**src/hdl/rmth_pkg.sv**
```systemverilog
package rmth_pkg;

  localparam int HEAP_DEPTH = 512;
  localparam int IDX_W      = $clog2(HEAP_DEPTH);
  localparam int SIZE_W     = IDX_W + 1;
  localparam int CNT_W      = IDX_W + 2;
  localparam int DATA_W     = 32;
  localparam int OUT_TDATA_W = ((DATA_W + CNT_W + 7) / 8) * 8;

  localparam logic SEL_LOWER = 1'b0;
  localparam logic SEL_UPPER = 1'b1;

  typedef struct packed {
    logic load;
    logic dispatch;
    logic push_init;
    logic push_chk;
    logic push_cmp;
    logic rep_init;
    logic rep_rdl;
    logic rep_rdr;
    logic rep_cmp;
    logic second;
    logic med;
    logic publish;
  } cmd_t;

  typedef struct packed {
    logic full;
    logic repl;
    logic pend;
    logic i_zero;
    logic push_stop;
    logic rep_stop;
  } status_t;

  // lower heap is a max-heap, upper heap a min-heap
  function automatic logic above(logic signed [DATA_W-1:0] a,
                                 logic signed [DATA_W-1:0] b, logic sel);
    logic r;
    r = (sel == SEL_LOWER) ? (a > b) : (a < b);
    return r;
  endfunction

endpackage

```
**src/hdl/rmth_ctrl.sv**
```systemverilog
module rmth_ctrl (
  input  logic               clk,
  input  logic               rst,
  input  logic               s_tvalid,
  output logic               s_tready,
  output logic               m_tvalid,
  input  logic               m_tready,
  input  rmth_pkg::status_t  st,
  output rmth_pkg::cmd_t     cmd
);

  localparam logic [3:0] S_IDLE     = 4'd0;
  localparam logic [3:0] S_DISPATCH = 4'd1;
  localparam logic [3:0] S_PUSH_INIT = 4'd2;
  localparam logic [3:0] S_PUSH_CHK = 4'd3;
  localparam logic [3:0] S_PUSH_CMP = 4'd4;
  localparam logic [3:0] S_REP_INIT = 4'd5;
  localparam logic [3:0] S_REP_RDL  = 4'd6;
  localparam logic [3:0] S_REP_RDR  = 4'd7;
  localparam logic [3:0] S_REP_CMP  = 4'd8;
  localparam logic [3:0] S_SECOND   = 4'd9;
  localparam logic [3:0] S_MED      = 4'd10;
  localparam logic [3:0] S_DONE     = 4'd11;

  logic [3:0] state, state_next;
  logic       m_tvalid_next;
  logic [3:0] op_end;

  assign s_tready = (state == S_IDLE);
  assign op_end   = st.pend ? S_SECOND : S_MED;

  always_comb begin
    cmd           = '0;
    state_next    = state;
    m_tvalid_next = m_tvalid && !m_tready;
    case (state)
      S_IDLE: begin
        if (s_tvalid) begin
          cmd.load   = 1'b1;
          state_next = S_DISPATCH;
        end
      end
      S_DISPATCH: begin
        cmd.dispatch = 1'b1;
        if (st.full) state_next = S_MED;
        else if (st.repl) state_next = S_REP_INIT;
        else state_next = S_PUSH_INIT;
      end
      S_PUSH_INIT: begin
        cmd.push_init = 1'b1;
        state_next    = S_PUSH_CHK;
      end
      S_PUSH_CHK: begin
        cmd.push_chk = 1'b1;
        state_next   = st.i_zero ? op_end : S_PUSH_CMP;
      end
      S_PUSH_CMP: begin
        cmd.push_cmp = 1'b1;
        state_next   = st.push_stop ? op_end : S_PUSH_CHK;
      end
      S_REP_INIT: begin
        cmd.rep_init = 1'b1;
        state_next   = S_REP_RDL;
      end
      S_REP_RDL: begin
        cmd.rep_rdl = 1'b1;
        state_next  = S_REP_RDR;
      end
      S_REP_RDR: begin
        cmd.rep_rdr = 1'b1;
        state_next  = S_REP_CMP;
      end
      S_REP_CMP: begin
        cmd.rep_cmp = 1'b1;
        state_next  = st.rep_stop ? op_end : S_REP_RDL;
      end
      S_SECOND: begin
        cmd.second = 1'b1;
        state_next = S_PUSH_INIT;
      end
      S_MED: begin
        cmd.med    = 1'b1;
        state_next = S_DONE;
      end
      S_DONE: begin
        if (!m_tvalid || m_tready) begin
          cmd.publish   = 1'b1;
          m_tvalid_next = 1'b1;
          state_next    = S_IDLE;
        end
      end
      default: state_next = S_IDLE;
    endcase
  end

  always_ff @(posedge clk) begin
    if (rst) begin
      state    <= S_IDLE;
      m_tvalid <= 1'b0;
    end else begin
      state    <= state_next;
      m_tvalid <= m_tvalid_next;
    end
  end

endmodule

```
**config.mk**
```make
export PLATFORM = sky130hd
export DESIGN_NAME = rmth_ctrl
export DESIGN_NICKNAME = d
export VERILOG_FILES = /design/src/hdl/rmth_pkg.sv /design/src/hdl/rmth_ctrl.sv
export SDC_FILE = /design/constraint.sdc
export NUM_CORES = 1
export LEC_CHECK = 0
export ABC_AREA = 1
export CAP_MARGIN = 20
export CORE_AREA = 2 2 39 41
export DETAILED_ROUTE_END_ITERATION = 10
export DIE_AREA = 0 0 41 43
export DONT_BUFFER_PORTS = 1
export HOLD_SLACK_MARGIN = 0.15
export SETUP_SLACK_MARGIN = 0.2
export SLEW_MARGIN = 20
export SYNTH_ARGS = -nofsm -noshare
export SYNTH_HDL_FRONTEND = slang
export SYNTH_SLANG_ARGS = --single-unit
```
**constraint.sdc**
```tcl
create_clock -name clk -period 3.35 [get_ports clk]
set_input_delay 0.1675 -clock clk [delete_from_list [all_inputs] [get_ports clk]]
set_output_delay 0.1675 -clock clk [all_outputs]
set_load 0.01 [all_outputs]
```
# [Word level (Yosys, flattened, before mapping)]
# Cells that the tools add are included.
[totals] regBits=5 elab_cells=46 in_bits=10 out_inout_bits=14
[classes] eq_ne=13 n_reduce_logical=6 n_mux=25
[op_table] operator="case mux 4 bit (12 select lines)" n=1
[op_table] operator="2-to-1 mux 4 bit" n=6
[op_table] operator="== test 4 x 3 -> 1 bit (second input constant)" n=4
[op_table] operator="== test 4 bit (second input constant)" n=4
[op_table] operator="2-to-1 mux 1 bit" n=16
[op_table] operator="== test 4 x 2 -> 1 bit (second input constant)" n=2
[op_table] operator="== test 4 x 1 -> 1 bit (second input constant)" n=1
[op_table] operator="zero test 4 bit" n=1
[op_table] operator="!= test 2 bit (second input constant)" n=2
[op_table] operator="2-to-1 mux 3 bit" n=1
[op_table] operator="zero test 1 bit" n=2
[op_table] operator="2-to-1 mux 2 bit" n=1
[op_table] operator="AND reduction 2 bit" n=1
[op_table] operator="logical AND 1 bit" n=1
[op_table] operator="logical OR 1 bit" n=1

# [Logic depth before layout (Yosys ltp)]
[logic_depth] word_depth=4 mapped_depth=9 depth_no_buf=9

# [Worst setup path before layout]
# No wires, ideal clock.
[synth_timing] path_kind="reg2reg" startpoint="register state[1]" endpoint="register state[0]" synth_period_minus_slack_ns=1.103 setup_time_ns=0.120 n_path_buf=0 path_stages_with_launch=8 required_ns=3.230 t_arrival_ns=0.984 setup_slack_ns=2.247 path_cell_list="dfxtp_1 nor2_1 nand2_1 inv_1 nand2_1 nand2_1 o21bai_1 a21oi_1"
[synth_via] elab_chain_len=3 word_cells_on_any_way=16 classes_between="eq/ne (13); mux (1); reduce/logical (2)"
[synth_rtl] element="start, declared" line="rmth_ctrl.sv:25" source="logic [3:0] state, state_next;"
[synth_rtl] element="start signal, assigned" line="rmth_ctrl.sv:101" source="state <= state_next;"
[synth_rtl] element="zero test 4 bit (*)"
[synth_rtl] element="named net s_tready" line="rmth_ctrl.sv:5" source="output logic s_tready,"
[synth_rtl] element="!= test 2 bit (no line)"
[synth_rtl] element="AND reduction 2 bit (no line)"
# The timed path passes the listed nets; every way through them passes the cells marked *.
# A chain may end at the register's enable or synchronous reset.

==> metrics.md <==
| Metric | Value |
|---|---|
| Result of the run | complete, no violations |
| Distinct cells, synth | 15 |
| Drt first-iter violations | 13 |
| Post-cts repair resize count | 0 |
| Portion of the clock cycle consumed by the worst path in the final layout | 0.425 |
| Seq/Total Area, Yosys | 0.214 |
| Count of endpoints failing setup in the final report | 0 |
| Clock tree root buffer cell | sky130_fd_sc_hd__clkbuf_4 |
| Number of buffers added for setup after CTS | 0 |
| Element type at the critical path start | flop |
| Highest net fanout along the worst path | 5 |
| Level count of the clock H-tree | 1 |
| Worst setup timing slack at the placement stage | 2.10 ns |
| Share of the synthesized area in the top cell type | 0.217 |
| Max Clock Freq | 703 MHz |
| Ports | 24 |
| Minimum setup slack among reg-to-reg paths | 2.09 ns |
| Hold Fails Final Rpt | 0 |
| Largest net degree at the start of global routing | 6 |
| Initial antenna violation count | 0 |
| Clock buffers created by TritonCTS | 3 |
| Aggregate negative setup slack | 0 ns |
| TritonCTS clock tree | built |
| Cell Area, Synth | 467 µm² |
| HPWL after DPL | 971 µm |
| Area contributors post-synth | sky130_fd_sc_hd__nand2_1 (22%), sky130_fd_sc_hd__dfxtp_1 (21%), sky130_fd_sc_hd__inv_1 (18%), sky130_fd_sc_hd__nor2_1 (11%), sky130_fd_sc_hd__nand3_1 (6.4%) |
| Initial core utilization | 0.337 |
| Lkg Pwr | 0.332 nW |
| Antenna-violating nets left | 0 |
| RSZ-0062 raised after global routing | no |
| Via-per-instance ratio | 4.77 |
| Slew at the pin closest to its max-slew limit | 0.337 ns |
| Die width | 41 µm |
| Number of buffers on the longest clock path | 2 |
| Post-CTS Hold Fix Bufs | 2 |
| Layout cells sized above 1 | 0.0928 |
| Syn avg cell area | 5.13 µm² |
| Hold slack final | 0.166 ns |
| Die Span Y | 43 µm |
| Worst setup path category | flop to output pin |
| Overall global routing resource usage | 0.142 |
| Number of instances in the synthesized netlist | 91 |
| Nets@finish | 108 |
| Pre-Repair DR Iteration Count | 4 |
| Number of synthesized register bits | 5 |
| Residual DRC count | 0 |
| Slew headroom | 0.775 |
| CTS clock-pin slew for the worst setup and hold paths | 0.04 ns |
| Final period demand of the worst path | 1.42 ns |
| Kind of path behind the tightest hold check | input pin to flop |
| WP data required | 3.18 ns |
| CTS sink cnt | 5 |
| Clock Skews | 0.00157 ns |
| Total number of vias | 539 |
| Critical path capture point type | output pin |
| Wire length of the first global-routing pass | 1690 µm |
| Number of global-route vias before repair | 443 |
| Max cap viols | 0 |
| Total nets after synthesis | 101 |
| Sum of routed wire length over all layers | 1150 µm |
| Port bufs | 0 |
| Worst Setup Slack, final | 1.93 ns |
| Synthesis-to-layout area growth | 14.2% |
| Yosys warnings | 0 |
| Power density over the cells | 665 nW/µm² |
| WL/cell | 10.2 µm |
| Final design instance area without fill | 533 µm² |
| Placed cell area | 487 µm² |
| Die area | 1760 µm² |
| GRT Residual Overflow | 0 |
| Max IR drop VDD | 401 µV |
| Source-to-sink clock delay at the later pin of the worst-skew pair | 0.24 ns |
| Data arrival time at the worst-slack endpoint | 1.25 ns |
| Core Footprint | 1380 µm² |
| Weighted congestion reported at the end of routability-driven placement | 0.789 |
| Final Max Slew Viols | 0 |
| Biggest area consumer among synthesized cells | sky130_fd_sc_hd__nand2_1 |
| Ant. Diodes | 0 |
| Cell row count | 14 |
## worst max-delay path: stages, from the launching register on
cell	delay, ns
sky130_fd_sc_hd__dfxtp_1	0.38
sky130_fd_sc_hd__nand2_1	0.13
sky130_fd_sc_hd__nor2_1	0.20
sky130_fd_sc_hd__inv_1	0.08
sky130_fd_sc_hd__a21oi_1	0.23
## registers in the layout, summed over array words and instances (netlist names)
| name | cells |
|---|---|
| state | 4 |
| m_tvalid | 1 |
## layout make-up
| cell class | instances | area (µm²) |
|---|---|---|
| inverters | 23 | 86.3 |
| well taps | 16 | 20.0 |
| clock buffers | 4 | 26.3 |
| repair buffers | 2 | 20.0 |
| flip-flops and latches | 5 | 100 |
| multi-input cells | 63 | 280 |
| fillers | 163 | 851 |
## metrics by stage
step / power [mW] / std cells / utilization
after global placement: 0.284 / 107 / 0.352
after CTS: 0.356 / 113 / 0.385
after detailed placement: 0.284 / 107 / 0.352
after global routing: 0.392 / 113 / 0.385
after floorplan: 0.249 / 91 / -
final: 0.354 / 113 / 0.385
## cells in the mapped netlist, drive strengths merged
cell    number
inv         23
nand2       29
nand4        1
o21bai       1
a41oi        1
nor3b        1
dfxtp        5
nor2        17
a21oi        5
nand3        6
o21ai        2
## cell usage in the layout, fill, tap and decap left out, drive strengths merged
cell	n
nand4	1
nor2	17
a41oi	1
nor3b	1
o21bai	1
clkbuf	4
nand3	6
inv	23
nand2	29
dlygate4sd3	2
a21oi	5
o21ai	2
dfxtp	5
## metal layers
metal | routed length, µm | global-route usage | vias up
met5 | 0 | 0 | -
met4 | 0 | 0.0200 | 0
met3 | 115 | 0.0785 | 0
met2 | 446 | 0.191 | 27
met1 | 586 | 0.201 | 226
li1 | - | - | 286
## power by group
| part | total (mW) | internal [mW] | switching [mW] |
|---|---|---|---|
| Combinational | 0.198 | 0.0607 | 0.137 |
| Clock | 0.0680 | 0.0449 | 0.0231 |
| Sequential | 0.0885 | 0.0745 | 0.0140 |
| Total | 0.354 | 0.180 | 0.174 |
## final timing paths
check,end,from,depth (start not counted)
worst min-delay path,state[3],st[1],4
worst max register to register,state[0],state[1],7
worst max-delay path,cmd[0],state[1],4
worst min register to register,m_tvalid,m_tvalid,2
## cells by family (layout without fill, tap and decap cells)
kind of cell / Yosys count / after routing / synth area share
flip-flops: 5 / 5 / 0.214
buffers and inverters: 23 / 29 / 0.185
AND/OR/NAND/NOR: 54 / 54 / 0.491
AO/OA/AOI/OAI: 9 / 9 / 0.110
Note: power is estimated with default switching activity, not from simulation.
